--- src/design/cosm_pkg.sv ---
package cosm_pkg;

  localparam int MAX_CHANNELS = 64;
  localparam int IDX_W        = $clog2(MAX_CHANNELS);
  localparam int CH_W         = 7;
  localparam int ADDR_W       = 16;
  localparam int DUR_W        = 16;
  localparam int RF_W         = 2;
  localparam int LOOKS_W      = $clog2(3 * MAX_CHANNELS + 2);
  localparam int LIM_W        = LOOKS_W + 1;
  localparam int NUM_TIMERS   = 3;
  localparam int QUEUE_DEPTH  = 2;
  localparam int QPTR_W       = $clog2(QUEUE_DEPTH);
  localparam int QCNT_W       = $clog2(QUEUE_DEPTH + 1);
  localparam int CFG_ADDR_W   = 4;
  localparam int IN_DATA_W    = 32;
  localparam int OUT_DATA_W   = 16;

  localparam int T_FIND = 0;
  localparam int T_DATA = 1;
  localparam int T_PROP = 2;

  localparam logic [ADDR_W-1:0] OWN_ADDR_RST = '0;
  localparam logic [CH_W-1:0]   CH_CNT_RST   = CH_W'(MAX_CHANNELS);
  localparam logic [DUR_W-1:0]  SENSE_RST    = DUR_W'(1);
  localparam logic [RF_W-1:0]   RETRY_RST    = RF_W'(3);

  typedef enum logic [1:0] {
    REQ_FRAME = 2'd0,
    REQ_MAC   = 2'd1,
    REQ_TICK  = 2'd2
  } req_type_t;

  typedef enum logic [2:0] {
    FK_RTS      = 3'd0,
    FK_CTS      = 3'd1,
    FK_ACK      = 3'd2,
    FK_RTS_NACK = 3'd3,
    FK_DATA     = 3'd4,
    FK_EOT      = 3'd5,
    FK_PU_START = 3'd6,
    FK_PU_END   = 3'd7
  } frame_kind_t;

  typedef enum logic [1:0] {
    SK_FIND = 2'd0,
    SK_DATA = 2'd1,
    SK_PROP = 2'd2
  } sense_kind_t;

  typedef enum logic [1:0] {
    RK_FREE_SEARCH = 2'd0,
    RK_DATA_CHAN   = 2'd1,
    RK_PROPOSED    = 2'd2,
    RK_PU_NOTICE   = 2'd3
  } reply_kind_t;

  typedef enum logic [2:0] {
    CMD_SET_DC    = 3'd0,
    CMD_MARK_BUSY = 3'd1,
    CMD_MARK_FREE = 3'd2,
    CMD_PU_START  = 3'd3,
    CMD_FIND      = 3'd4,
    CMD_CHK_DATA  = 3'd5,
    CMD_CHK_PROP  = 3'd6,
    CMD_TICK      = 3'd7
  } cmd_kind_t;

  typedef enum logic [1:0] {
    REG_OWN_ADDR  = 2'd0,
    REG_CH_COUNT  = 2'd1,
    REG_SENSE_DUR = 2'd2,
    REG_RETRY     = 2'd3
  } cfg_reg_t;

  typedef enum logic {
    BK_IDLE = 1'b0,
    BK_FIRE = 1'b1
  } bk_state_t;

  typedef struct packed {
    cmd_kind_t       kind;
    logic [CH_W-1:0] ch;
  } cmd_t;

  typedef struct packed {
    logic [ADDR_W-1:0] own_address;
    logic [CH_W-1:0]   channel_count;
    logic [DUR_W-1:0]  sense_duration;
    logic [RF_W-1:0]   retry_factor;
  } cfg_t;

  typedef struct packed {
    reply_kind_t     kind;
    logic            free;
    logic [CH_W-1:0] ch;
    logic            last;
  } reply_t;

  typedef struct packed {
    logic                  firing;
    logic [NUM_TIMERS-1:0] fire_mask;
  } bk_stat_t;

endpackage

--- src/design/cosm_front.sv ---
module cosm_front (
  input  logic                                in_tvalid,
  output logic                                in_tready,
  input  logic [cosm_pkg::IN_DATA_W-1:0]      in_tdata,
  input  logic [cosm_pkg::ADDR_W-1:0]         own_address,
  output logic                                push_valid,
  input  logic                                push_ready,
  output cosm_pkg::cmd_t                      push_data
);
  import cosm_pkg::*;

  logic [1:0]        req;
  logic [ADDR_W-1:0] dest;
  logic [2:0]        fkind;
  logic [1:0]        skind;
  logic [CH_W-1:0]   ch;
  logic              useful;
  cmd_kind_t         kind;

  assign req   = in_tdata[1:0];
  assign dest  = in_tdata[17:2];
  assign fkind = in_tdata[20:18];
  assign skind = in_tdata[22:21];
  assign ch    = in_tdata[29:23];

  // words that change nothing are dropped here
  always_comb begin
    useful = 1'b0;
    kind   = CMD_TICK;
    case (req_type_t'(req))
      REQ_FRAME: begin
        if (dest == own_address) begin
          if (fkind == FK_DATA || fkind == FK_CTS) begin
            useful = 1'b1;
            kind   = CMD_SET_DC;
          end
        end else begin
          case (frame_kind_t'(fkind))
            FK_CTS, FK_ACK, FK_DATA: begin
              useful = 1'b1;
              kind   = CMD_MARK_BUSY;
            end
            FK_EOT, FK_PU_END: begin
              useful = 1'b1;
              kind   = CMD_MARK_FREE;
            end
            FK_PU_START: begin
              useful = 1'b1;
              kind   = CMD_PU_START;
            end
            default: useful = 1'b0;
          endcase
        end
      end
      REQ_MAC: begin
        case (sense_kind_t'(skind))
          SK_FIND: begin
            useful = 1'b1;
            kind   = CMD_FIND;
          end
          SK_DATA: begin
            useful = 1'b1;
            kind   = CMD_CHK_DATA;
          end
          SK_PROP: begin
            useful = 1'b1;
            kind   = CMD_CHK_PROP;
          end
          default: useful = 1'b0;
        endcase
      end
      REQ_TICK: begin
        useful = 1'b1;
        kind   = CMD_TICK;
      end
      default: useful = 1'b0;
    endcase
  end

  assign in_tready      = push_ready;
  assign push_valid     = in_tvalid && useful;
  assign push_data.kind = kind;
  assign push_data.ch   = ch;

endmodule

--- src/design/cosm_queue.sv ---
module cosm_queue (
  input  logic           clk,
  input  logic           rst_n,
  input  logic           push_valid,
  output logic           push_ready,
  input  cosm_pkg::cmd_t push_data,
  output logic           pop_valid,
  input  logic           pop_ready,
  output cosm_pkg::cmd_t pop_data
);
  import cosm_pkg::*;

  cmd_t              mem_r [QUEUE_DEPTH];
  logic [QPTR_W-1:0] wr_ptr_r, wr_ptr_nxt;
  logic [QPTR_W-1:0] rd_ptr_r, rd_ptr_nxt;
  logic [QCNT_W-1:0] cnt_r, cnt_nxt;
  logic              do_push, do_pop;

  assign push_ready = (cnt_r != QCNT_W'(QUEUE_DEPTH));
  assign pop_valid  = (cnt_r != '0);
  assign pop_data   = mem_r[rd_ptr_r];
  assign do_push    = push_valid && push_ready;
  assign do_pop     = pop_valid && pop_ready;

  always_comb begin
    wr_ptr_nxt = wr_ptr_r;
    rd_ptr_nxt = rd_ptr_r;
    cnt_nxt    = cnt_r;
    if (do_push) begin
      wr_ptr_nxt = (wr_ptr_r == QPTR_W'(QUEUE_DEPTH - 1)) ? '0 : wr_ptr_r + 1'b1;
    end
    if (do_pop) begin
      rd_ptr_nxt = (rd_ptr_r == QPTR_W'(QUEUE_DEPTH - 1)) ? '0 : rd_ptr_r + 1'b1;
    end
    if (do_push && !do_pop) begin
      cnt_nxt = cnt_r + 1'b1;
    end else if (do_pop && !do_push) begin
      cnt_nxt = cnt_r - 1'b1;
    end
  end

  always_ff @(posedge clk) begin
    if (!rst_n) begin
      wr_ptr_r <= '0;
      rd_ptr_r <= '0;
      cnt_r    <= '0;
    end else begin
      wr_ptr_r <= wr_ptr_nxt;
      rd_ptr_r <= rd_ptr_nxt;
      cnt_r    <= cnt_nxt;
    end
  end

  always_ff @(posedge clk) begin
    if (do_push) begin
      mem_r[wr_ptr_r] <= push_data;
    end
  end

endmodule

--- src/design/cosm_back.sv ---
module cosm_back (
  input  logic               clk,
  input  logic               rst_n,
  input  cosm_pkg::cfg_t     cfg,
  input  logic               pop_valid,
  output logic               pop_ready,
  input  cosm_pkg::cmd_t     pop_data,
  output logic               out_tvalid,
  input  logic               out_tready,
  output cosm_pkg::reply_t   out_reply,
  output cosm_pkg::bk_stat_t stat
);
  import cosm_pkg::*;

  bk_state_t             state_r, state_nxt;
  logic [MAX_CHANNELS-1:0] map_r, map_nxt;
  logic [IDX_W-1:0]      scan_r, scan_nxt;
  logic [LOOKS_W-1:0]    looks_r, looks_nxt;
  logic [CH_W-1:0]       dc_r, dc_nxt;
  logic [CH_W-1:0]       pt_r, pt_nxt;
  logic [NUM_TIMERS-1:0] armed_r, armed_nxt;
  logic [DUR_W-1:0]      rem_r [NUM_TIMERS];
  logic [DUR_W-1:0]      rem_nxt [NUM_TIMERS];
  logic [NUM_TIMERS-1:0] fire_r, fire_nxt;
  logic                  out_vld_r, out_vld_nxt;
  reply_t                out_r, out_nxt;

  logic                  slot_free;
  logic [CH_W-1:0]       eff_cnt;
  logic [LIM_W-1:0]      limit;
  logic [DUR_W-1:0]      dur;
  logic [NUM_TIMERS-1:0] fire_now;
  logic [NUM_TIMERS-1:0] fire_sel;
  logic [NUM_TIMERS-1:0] fire_rest;
  logic                  pop_tick;
  logic [CH_W-1:0]       scan_id;
  logic                  scan_busy;
  logic [LOOKS_W-1:0]    looks_inc;
  logic                  emit;
  reply_t                emit_data;

  function automatic logic ch_ok(input logic [CH_W-1:0] id, input logic [CH_W-1:0] cnt);
    return (id != '0) && (id <= cnt);
  endfunction

  function automatic logic [IDX_W-1:0] ch_idx(input logic [CH_W-1:0] id);
    logic [CH_W-1:0] z;
    z = id - 1'b1;
    return IDX_W'(z);
  endfunction

  // out-of-range ids read as busy
  function automatic logic ch_busy(input logic [CH_W-1:0] id, input logic [CH_W-1:0] cnt,
                                   input logic [MAX_CHANNELS-1:0] map);
    return !ch_ok(id, cnt) || map[ch_idx(id)];
  endfunction

  always_comb begin
    if (cfg.channel_count == '0) begin
      eff_cnt = CH_W'(1);
    end else if (cfg.channel_count > CH_W'(MAX_CHANNELS)) begin
      eff_cnt = CH_W'(MAX_CHANNELS);
    end else begin
      eff_cnt = cfg.channel_count;
    end
  end

  assign limit     = LIM_W'(cfg.retry_factor) * LIM_W'(eff_cnt);
  assign dur       = (cfg.sense_duration == '0) ? DUR_W'(1) : cfg.sense_duration;
  assign slot_free = !out_vld_r || out_tready;
  assign scan_id   = CH_W'(scan_r) + 1'b1;
  assign scan_busy = (scan_id > eff_cnt) || map_r[scan_r];
  assign looks_inc = looks_r + 1'b1;

  always_comb begin
    for (int t = 0; t < NUM_TIMERS; t++) begin
      fire_now[t] = armed_r[t] && (rem_r[t] <= DUR_W'(1));
    end
  end

  // expired timers are served in order: find, data, proposed
  always_comb begin
    fire_sel = '0;
    if (fire_r[T_FIND]) begin
      fire_sel[T_FIND] = 1'b1;
    end else if (fire_r[T_DATA]) begin
      fire_sel[T_DATA] = 1'b1;
    end else if (fire_r[T_PROP]) begin
      fire_sel[T_PROP] = 1'b1;
    end
  end

  assign fire_rest = fire_r & ~fire_sel;
  assign pop_tick  = (state_r == BK_IDLE) && pop_valid && slot_free &&
                     (pop_data.kind == CMD_TICK);

  // next state
  always_comb begin
    state_nxt = state_r;
    case (state_r)
      BK_IDLE: if (pop_tick && (fire_now != '0)) state_nxt = BK_FIRE;
      BK_FIRE: if (slot_free && (fire_rest == '0)) state_nxt = BK_IDLE;
      default: state_nxt = BK_IDLE;
    endcase
  end

  // datapath and outputs
  always_comb begin
    map_nxt   = map_r;
    scan_nxt  = scan_r;
    looks_nxt = looks_r;
    dc_nxt    = dc_r;
    pt_nxt    = pt_r;
    armed_nxt = armed_r;
    rem_nxt   = rem_r;
    fire_nxt  = fire_r;
    pop_ready = 1'b0;
    emit      = 1'b0;
    emit_data = '0;

    case (state_r)
      BK_IDLE: begin
        pop_ready = slot_free;
        if (pop_valid && slot_free) begin
          case (pop_data.kind)
            CMD_SET_DC: dc_nxt = pop_data.ch;
            CMD_MARK_BUSY: begin
              if (ch_ok(pop_data.ch, eff_cnt)) map_nxt[ch_idx(pop_data.ch)] = 1'b1;
            end
            CMD_MARK_FREE: begin
              if (ch_ok(pop_data.ch, eff_cnt)) map_nxt[ch_idx(pop_data.ch)] = 1'b0;
            end
            CMD_PU_START: begin
              if (ch_ok(pop_data.ch, eff_cnt)) begin
                map_nxt[ch_idx(pop_data.ch)] = 1'b1;
                if (pop_data.ch == dc_r) begin
                  dc_nxt         = '0;
                  emit           = 1'b1;
                  emit_data.kind = RK_PU_NOTICE;
                  emit_data.last = 1'b1;
                end
              end
            end
            CMD_FIND: begin
              looks_nxt        = '0;
              armed_nxt[T_FIND] = 1'b1;
              rem_nxt[T_FIND]   = dur;
            end
            CMD_CHK_DATA: begin
              dc_nxt            = pop_data.ch;
              armed_nxt[T_DATA] = 1'b1;
              rem_nxt[T_DATA]   = dur;
            end
            CMD_CHK_PROP: begin
              pt_nxt            = pop_data.ch;
              armed_nxt[T_PROP] = 1'b1;
              rem_nxt[T_PROP]   = dur;
            end
            CMD_TICK: begin
              for (int t = 0; t < NUM_TIMERS; t++) begin
                if (armed_r[t]) begin
                  if (fire_now[t]) begin
                    rem_nxt[t]   = '0;
                    armed_nxt[t] = 1'b0;
                  end else begin
                    rem_nxt[t] = rem_r[t] - 1'b1;
                  end
                end
              end
              fire_nxt = fire_now;
            end
            default: emit = 1'b0;
          endcase
        end
      end
      BK_FIRE: begin
        if (slot_free) begin
          fire_nxt       = fire_rest;
          emit_data.last = (fire_rest == '0);
          if (fire_sel[T_FIND]) begin
            if (scan_busy) begin
              if ({1'b0, looks_inc} > limit) begin
                looks_nxt      = '0;
                emit           = 1'b1;
                emit_data.kind = RK_FREE_SEARCH;
              end else begin
                looks_nxt         = looks_inc;
                scan_nxt          = (scan_id >= eff_cnt) ? '0 : scan_r + 1'b1;
                armed_nxt[T_FIND] = 1'b1;
                rem_nxt[T_FIND]   = dur;
              end
            end else begin
              dc_nxt         = scan_id;
              emit           = 1'b1;
              emit_data.kind = RK_FREE_SEARCH;
              emit_data.free = 1'b1;
              emit_data.ch   = scan_id;
            end
          end else if (fire_sel[T_DATA]) begin
            emit           = 1'b1;
            emit_data.kind = RK_DATA_CHAN;
            if (ch_busy(dc_r, eff_cnt, map_r)) begin
              looks_nxt = '0;
            end else begin
              emit_data.free = 1'b1;
            end
          end else if (fire_sel[T_PROP]) begin
            emit           = 1'b1;
            emit_data.kind = RK_PROPOSED;
            emit_data.free = !ch_busy(pt_r, eff_cnt, map_r);
          end
        end
      end
      default: pop_ready = 1'b0;
    endcase

    out_vld_nxt = emit ? 1'b1 : (out_tready ? 1'b0 : out_vld_r);
    out_nxt     = emit ? emit_data : out_r;
  end

  always_ff @(posedge clk) begin
    if (!rst_n) begin
      state_r   <= BK_IDLE;
      map_r     <= '0;
      scan_r    <= '0;
      looks_r   <= '0;
      dc_r      <= '0;
      pt_r      <= '0;
      armed_r   <= '0;
      fire_r    <= '0;
      out_vld_r <= 1'b0;
      for (int t = 0; t < NUM_TIMERS; t++) begin
        rem_r[t] <= '0;
      end
    end else begin
      state_r   <= state_nxt;
      map_r     <= map_nxt;
      scan_r    <= scan_nxt;
      looks_r   <= looks_nxt;
      dc_r      <= dc_nxt;
      pt_r      <= pt_nxt;
      armed_r   <= armed_nxt;
      fire_r    <= fire_nxt;
      out_vld_r <= out_vld_nxt;
      rem_r     <= rem_nxt;
    end
  end

  always_ff @(posedge clk) begin
    out_r <= out_nxt;
  end

  assign out_tvalid     = out_vld_r;
  assign out_reply      = out_r;
  assign stat.firing    = (state_r == BK_FIRE);
  assign stat.fire_mask = fire_r;

endmodule

--- src/design/channel_occupancy_sensing_manager.sv ---
// path: a pu-start notice passes the command queue and then the output register; a
//   tick's results pass the command queue, the expired-timer register and the output
//   register, one result per expired timer, a rescanning free search giving none
// flow: one word per cycle while the command queue has room; a tick with expired
//   timers holds the back end while it serves them one at a time, up to three, while the 2-entry command queue fills
// reset: synchronous active-low rst_n clears all channels to free, disarms all timers
//   and loads the registers with own address 0, 64 channels, duration 1, retry 3
module channel_occupancy_sensing_manager (
  input  logic                                 clk,
  input  logic                                 rst_n,
  input  logic                                 in_tvalid,
  output logic                                 in_tready,
  // req_type[1:0], dest_address[17:2], frame_kind[20:18], sense_kind[22:21],
  // channel_id[29:23], zero[31:30]
  input  logic [cosm_pkg::IN_DATA_W-1:0]       in_tdata,
  output logic                                 out_tvalid,
  input  logic                                 out_tready,
  // reply_kind[1:0], channel_free[2], reply_channel[9:3], zero[15:10]
  output logic [cosm_pkg::OUT_DATA_W-1:0]      out_tdata,
  output logic                                 out_tlast,
  input  logic                                 cfg_psel,
  input  logic                                 cfg_penable,
  input  logic                                 cfg_pwrite,
  input  logic [cosm_pkg::CFG_ADDR_W-1:0]      cfg_paddr,
  input  logic [31:0]                          cfg_pwdata,
  output logic [31:0]                          cfg_prdata,
  output logic                                 cfg_pready
);
  import cosm_pkg::*;

  cfg_t     cfg_r;
  logic     cfg_wr;
  cfg_reg_t cfg_sel;
  logic     q_push_valid, q_push_ready;
  cmd_t     q_push_data;
  logic     q_pop_valid, q_pop_ready;
  cmd_t     q_pop_data;
  reply_t   reply;
  bk_stat_t bk_stat;

  assign cfg_pready = 1'b1;
  assign cfg_wr     = cfg_psel && cfg_penable && cfg_pwrite && cfg_pready;
  assign cfg_sel    = cfg_reg_t'(cfg_paddr[3:2]);

  always_ff @(posedge clk) begin
    if (!rst_n) begin
      cfg_r.own_address    <= OWN_ADDR_RST;
      cfg_r.channel_count  <= CH_CNT_RST;
      cfg_r.sense_duration <= SENSE_RST;
      cfg_r.retry_factor   <= RETRY_RST;
    end else if (cfg_wr) begin
      case (cfg_sel)
        REG_OWN_ADDR:  cfg_r.own_address    <= cfg_pwdata[ADDR_W-1:0];
        REG_CH_COUNT:  cfg_r.channel_count  <= cfg_pwdata[CH_W-1:0];
        REG_SENSE_DUR: cfg_r.sense_duration <= cfg_pwdata[DUR_W-1:0];
        REG_RETRY:     cfg_r.retry_factor   <= cfg_pwdata[RF_W-1:0];
        default:       cfg_r                <= cfg_r;
      endcase
    end
  end

  always_comb begin
    case (cfg_sel)
      REG_OWN_ADDR:  cfg_prdata = 32'(cfg_r.own_address);
      REG_CH_COUNT:  cfg_prdata = 32'(cfg_r.channel_count);
      REG_SENSE_DUR: cfg_prdata = 32'(cfg_r.sense_duration);
      REG_RETRY:     cfg_prdata = 32'(cfg_r.retry_factor);
      default:       cfg_prdata = '0;
    endcase
  end

  cosm_front u_front (
    .in_tvalid   (in_tvalid),
    .in_tready   (in_tready),
    .in_tdata    (in_tdata),
    .own_address (cfg_r.own_address),
    .push_valid  (q_push_valid),
    .push_ready  (q_push_ready),
    .push_data   (q_push_data)
  );

  cosm_queue u_queue (
    .clk        (clk),
    .rst_n      (rst_n),
    .push_valid (q_push_valid),
    .push_ready (q_push_ready),
    .push_data  (q_push_data),
    .pop_valid  (q_pop_valid),
    .pop_ready  (q_pop_ready),
    .pop_data   (q_pop_data)
  );

  cosm_back u_back (
    .clk        (clk),
    .rst_n      (rst_n),
    .cfg        (cfg_r),
    .pop_valid  (q_pop_valid),
    .pop_ready  (q_pop_ready),
    .pop_data   (q_pop_data),
    .out_tvalid (out_tvalid),
    .out_tready (out_tready),
    .out_reply  (reply),
    .stat       (bk_stat)
  );

  assign out_tdata = {6'b0, reply.ch, reply.free, reply.kind};
  assign out_tlast = reply.last;

  // the back end only serves timers while some are still pending
  a_fire_mask: assert property (@(posedge clk) disable iff (!rst_n)
    bk_stat.firing |-> (bk_stat.fire_mask != '0))
    else $error("firing with no expired timer");

  // no command leaves the queue while timers are being served
  a_no_pop_fire: assert property (@(posedge clk) disable iff (!rst_n)
    bk_stat.firing |-> !q_pop_ready)
    else $error("queue popped during timer service");

  // timer service starts only right after a tick command
  a_fire_after_tick: assert property (@(posedge clk) disable iff (!rst_n)
    (bk_stat.firing && !$past(bk_stat.firing)) |->
      $past(q_pop_valid && q_pop_ready && (q_pop_data.kind == CMD_TICK)))
    else $error("timer service without tick");

endmodule
--- config.mk ---
export PLATFORM = sky130hd
export DESIGN_NAME = channel_occupancy_sensing_manager
export DESIGN_NICKNAME = d
export VERILOG_FILES = /design/src/design/cosm_pkg.sv /design/src/design/cosm_front.sv /design/src/design/cosm_queue.sv /design/src/design/cosm_back.sv /design/src/design/channel_occupancy_sensing_manager.sv
export SDC_FILE = /design/constraint.sdc
export NUM_CORES = 1
export LEC_CHECK = 0
export ABC_CLOCK_PERIOD_IN_PS = 4530
export BUFFER_PORTS_ARGS = -buffer_cell sky130_fd_sc_hd__buf_2
export CAP_MARGIN = 0
export CELL_PAD_IN_SITES_DETAIL_PLACEMENT = 0
export CELL_PAD_IN_SITES_GLOBAL_PLACEMENT = 1
export CORE_UTILIZATION = 42
export DETAILED_ROUTE_END_ITERATION = 12
export PLACE_DENSITY = 0.8
export SLEW_MARGIN = 30
export SYNTH_ARGS = -nofsm -noshare
export SYNTH_HDL_FRONTEND = slang
export SYNTH_HIERARCHICAL = 1
export SYNTH_SLANG_ARGS = --single-unit
--- constraint.sdc ---
create_clock -name clk -period 4.53 [get_ports clk]
set_clock_uncertainty 0.1 [all_clocks]
set_input_delay 0.906 -clock clk [delete_from_list [all_inputs] [get_ports clk]]
set_output_delay 0.906 -clock clk [all_outputs]
set_load 0.1 [all_outputs]
# After elaboration in Yosys (flattened, before gate mapping)

Memories as Yosys holds them, arrays and structs flattened. A register that Yosys moved wholly into a read port is not among the register bits.
Index checks and enable logic that the tools add are counted.

Add/sub/neg operators: 13
Multipliers: 1
Order comparisons: 15
Eq/ne operators: 43
Multiplexer cells: 120
Bitwise logic cells: 9
Reductions and logical operators: 72

Operators with widths:

| kind                    | number |
|---|---|
| $mux W16                | 11 |
| $mux W64                | 2 |
| $pmux W16 S2            | 4 |
| $pmux W32 S4            | 1 |
| $pmux W64 S2            | 1 |
| $mux W8                 | 9 |
| $and A64 B64 Y64        | 1 |
| $not A64 Y64            | 1 |
| $or A64 B64 Y64         | 1 |
| $mux W7                 | 9 |
| $le A16 B1 Y1 const B   | 3 |
| $mux W48                | 1 |
| $sub A16 B1 Y16 const B | 3 |
| $mux W1                 | 45 |
| $lt A6 B7 Y1 const B    | 4 |
| $pmux W7 S2             | 2 |
| $eq A3 B3 Y1 const B    | 8 |
| $mux W3                 | 8 |
| $le A7 B7 Y1            | 3 |
| $ne A3 B3 Y1 const B    | 7 |
| $reduce_bool A7 Y1      | 3 |
| $logic_and A1 B1 Y1     | 20 |
| $bmux W1 S6             | 3 |
| $ne A2 B2 Y1 const B    | 9 |
| 53 further kinds        | 114 |

Flip-flop bits (word level): 204
Memory bits (writable): 20
Input port bits: 75
Output and inout bits: 52
Word-level logic and storage cells: 299
Memories: 1

Memories:

| name          | depth | bits a word | rd ports | clocked after memory_dff | wr ports | RTL line         | source |
|---|---|---|---|---|---|---|---|
| u_queue.mem_r | 2     | 10          | 1        | 1                        | 1        | cosm_queue.sv:13 | `cmd_t mem_r [QUEUE_DEPTH];` |

# Depth between registers and ports, before layout

Word-level depth: 13
Depth in mapped cells: 22
Gate-level depth less buffers: 21

# Hierarchy

Netlist, hierarchy kept.

Modules (own cells, without submodules):

| module                            | times used | cells each | area each (um^2) | seq. area each (um^2) |
|---|---|---|---|---|
| cosm_back                         | 1          | 1292       | 11066.9          | 3293.2 |
| channel_occupancy_sensing_manager | 1          | 224        | 2069.5           | 820.8 |
| cosm_queue                        | 1          | 56         | 952.2            | 700.7 |
| cosm_front                        | 1          | 48         | 384.1            | 0.0 |

# Worst setup path after synthesis

OpenSTA, ideal clock, no wires.

Kind: register to register
From: register cfg_r[19] (netlist name)
To: register u_back.out_r (netlist bit u_back/out_reply[0]), enable pin
Setup time: 0.394 ns
Data arrival time: 4.059 ns
Data required time: 4.036 ns
Setup slack: -0.024 ns
Stages on the path, launching flop included: 22
Buffers on the path: 0
Clock period less this slack: 4.554 ns
Cell sequence: dfxtp_1 -> nor3_1 -> a21oi_1 -> nor2_1 -> and2_1 -> ha_1 -> fa_1 -> a21oi_1 -> nor2_1 -> nor2_1 -> o21bai_1 -> a21oi_1 -> xnor2_1 -> ha_1 -> a211o_1 -> a2111oi_0 -> nor4_1 -> o21ai_0 -> and2_1 -> nand2_1 -> o311ai_0 -> o21ai_0

Longest elaborated chain between the ends: 10
Elaborated cells on any way between the ends: 18
Those cells by class: mul: 1; order compare: 4; mux: 10; reduce/logical: 3

Ends and longest elaborated chain:

| element                | RTL line                                | source |
|---|---|---|
| from (decl)            | channel_occupancy_sensing_manager.sv:31 | `cfg_t cfg_r;` |
| from (signal assigned) | channel_occupancy_sensing_manager.sv:57 | `default: cfg_r <= cfg_r;` |
| $gt A7 B7 Y1           | cosm_back.sv:61                         | `end else if (cfg.channel_count > CH_W'(MAX_CHANNELS)) begin` |
| $mux W7                | cosm_back.sv:61                         |  |
| $mux W7 (*)            | cosm_back.sv:59                         | `if (cfg.channel_count == '0) begin` |
| $mul A2 B7 Y9          | cosm_back.sv:68                         | `assign limit = LIM_W'(cfg.retry_factor) * LIM_W'(eff_cnt);` |
| $gt A8 B9 Y1           | cosm_back.sv:182                        | `if ({1'b0, looks_inc} > limit) begin` |
| $mux W1                | cosm_back.sv:182                        |  |
| $mux W1                | cosm_back.sv:181                        | `if (scan_busy) begin` |
| $mux W1                | cosm_back.sv:180                        | `if (fire_sel[T_FIND]) begin` |
| $mux W1                | cosm_back.sv:177                        | `if (slot_free) begin` |
| $pmux W1 S2 (*)        | cosm_back.sv:121                        | `case (state_r)` |
| net u_back.emit        | cosm_back.sv:39                         | `logic emit;` |
| to (signal assigned)   | cosm_back.sv:250                        | `out_r <= out_nxt;` |
| to (decl)              | cosm_back.sv:26                         | `reply_t out_r, out_nxt;` |

The timed path passes the listed nets; every way through them passes the cells marked *.
A chain may end at the register's enable or synchronous reset.

# Worst setup path after layout

From: register cfg_r[24] (netlist name)
To: register u_back.out_r (netlist bit u_back/out_reply[9]), enable pin

The elaborated chain is that of the path after synthesis.

==> flow_metrics.env <==
export IMPL_cpMostUsedCell="buf_4"
export IMPL_grt_ovfl_total=0
export IMPL_min_from="u_back/looks_r[7]"
export IMPL_synthToLayoutAreaGrowth_pct=11.76
export IMPL_path_class="reg2reg"
export IMPL_drt_initial_drc_count=1058
export IMPL_relSlewSlack=0.4063
export IMPL_end_kind="flip-flop"
export IMPL_cap_violations=0
export IMPL_cts_buffers=27
export IMPL_critPathSlowestCell="dfxtp_1"
export IMPL_worst_slew_pin_slew_ns=0.8878
export IMPL_clock_path_buffers=3
export IMPL_finalMaxSlewViolations=0
export IMPL_hold_class="reg2reg"
export IMPL_fillers=3284
export IMPL_grt_max_degree=95
export IMPL_antenna_found_initial=0
export IMPL_clkTransAtPathRegs_ns=0.06
export IMPL_fin_area_um2=16170
export IMPL_syn_inst=1619
export IMPL_grt_pass1_wl_mm=65.21
export IMPL_ir_worst_vdd_uv=321.9
export IMPL_wl_per_cell_um=19.46
export IMPL_grt_pass1_vias=11920
export IMPL_die_w_um=187.6
export IMPL_r2r_end="u_back/out_reply[9]"
export IMPL_htree_num_levels=1
export IMPL_clock_latency_ns=0.55
export IMPL_place_congestion=0.8964
export IMPL_crit_path_cell_trace="inv_1, buf_4, and3_1, ha_1, a21oi_1, o21bai_1, a21oi_2, xor2_1, ha_1, a211o_1, a2111oi_4, nor4_1, o21ai_1, and2_4, nand2_1, o311ai_2, o21ai_1, buf_4, buf_4, buf_6"
export IMPL_drcViolationCount=0
export IMPL_slowest_delay_ns=0.40
export IMPL_die_area_um2=35190
export IMPL_dp_cells=2076
export IMPL_stdcell_count=2132
export IMPL_p_leak_nw=6.209
export IMPL_routed_wl_mm=41.49
export IMPL_cts_root_buffer="clkbuf_16"
export IMPL_dr_pass1_iters=7
export IMPL_crit_arrival_ns=4.55
export IMPL_die_y_um=187.6
export IMPL_register_area_um2=4815
export IMPL_nets=1795
export IMPL_diodes=0
export IMPL_gr_usage_all_layers=0.2293
export IMPL_port_buffers=83
export IMPL_hold_viol=0
export IMPL_avgSynthCellArea_um2=8.935
export IMPL_period_minus_slack_ns=4.342
export IMPL_coreArea_um2=33700
export IMPL_place_hpwl_mm=28.98
export IMPL_layout_drive_gt1_share=0.1651
export IMPL_r2r_setup_slack_ns=0.19
export IMPL_initial_core_util=0.4292
export IMPL_status="finished clean"
export IMPL_start_kind="flip-flop"
export IMPL_hold_depth=2
export IMPL_setup_viol=0
export IMPL_netlist_area_um2=14470
export IMPL_worstHoldEndpoint="u_back/looks_r[7]"
export IMPL_required_ns=4.74
export IMPL_period_share=0.9584
export IMPL_rr_worst_depth=20
export IMPL_ant_nets=0
export IMPL_cts_tree="done"
export IMPL_ys_warn_count=6
export IMPL_postLayoutCoreUtil=0.4797
export IMPL_cts_sinks=225
export IMPL_multi_input_area_um2=8921
export IMPL_placed_area_um2=15160
export IMPL_via_per_inst=5.973
export IMPL_fp_row_count=67
export IMPL_cts_hold_buf=0
export IMPL_io_pins=127
export IMPL_r2r_start="cfg_r[24]"
export IMPL_powerDensity_nw_per_um2=453.0
export IMPL_fmax_ghz=0.2303
export IMPL_vias=12730
export IMPL_critPathMaxFanout=15
report_power, final:
part | internal (W) | switching [W] | total, W | leakage, nW
clock network | 0.00132 | 0.000861 | 0.00218 | 0.448
logic | 0.00100 | 0.00182 | 0.00282 | 3.93
registers | 0.00215 | 0.000165 | 0.00232 | 1.83
total | 0.00447 | 0.00285 | 0.00732 | 6.21
final cells by class:
cell class | count | share of cell area
clock inverters | 10 | 0.006656
repair buffers | 135 | 0.05170
well taps | 448 | 0.03467
multi-input cells | 1239 | 0.5518
inverters | 37 | 0.008591
flip-flops and latches | 225 | 0.2978
clock buffers | 38 | 0.04876
worst max-delay path by stage:
stage                                      to         start  cells past startpoint  slack, ns
after global placement    u_back/out_reply[8]     cfg_r[19]                     22       0.11
after global routing      u_back/out_reply[5]     cfg_r[19]                     24      -0.07
final                     u_back/out_reply[9]     cfg_r[24]                     20       0.19
after floorplan                 cfg_prdata[2]  cfg_paddr[3]                      3       0.13
after detailed placement     u_back/scan_r[2]     cfg_r[19]                     22       0.06
after CTS                    u_back/scan_r[2]     cfg_r[19]                     22       0.04
timing repair:
action / 4_1_cts / 5_1_grt
buffers inserted: 0 / 7
gates resized for setup: 0 / 16
endpoints found under the setup margin: 0 / 35
stage by stage:
step / hold WS, ns / worst slack [ns] / power (W) / setup TNS (ns)
6_report: 0.3702 / 0.1882 / 0.007323 / 0
5_1_grt: 0.3907 / -0.07017 / 0.007748 / -0.5707
2_1_floorplan: 0.3462 / 0.1339 / 0.004508 / 0
4_1_cts: 0.3739 / 0.03732 / 0.007352 / 0
3_5_place_dp: 0.3662 / 0.06474 / 0.005142 / 0
3_3_place_gp: 0.3564 / 0.1119 / 0.005098 / 0
routing by layer:
metal  routed length [µm]  global-route usage  vias up
met4                 1073             0.07380        0
met5                    0                   0        -
met1                18580              0.3057     6250
met3                 2328             0.04024       70
met2                19510              0.3751      364
li1                     -                   -     6050
placed cells by master, fill, tap and decap left out, drive strengths merged, types with 54 or more instances in the layout:
cell	n
buf	134
o211ai	60
dfxtp	194
o31ai	63
o21ai	85
ha	54
nor2	126
a21oi	61
nand2	193
mux2i	91
critical path, delay by kind of cell, from the launching register on:
kind	cells	cell delay, ns
AOI/OAI and AO/OA	8	1.52
xor gates and xnor gates	1	0.17
adders and majority gates	2	0.61
buffers and inverters	5	0.71
DFF	1	0.40
and+or+nand+nor	4	0.58
(Power assumes the default switching activity.)
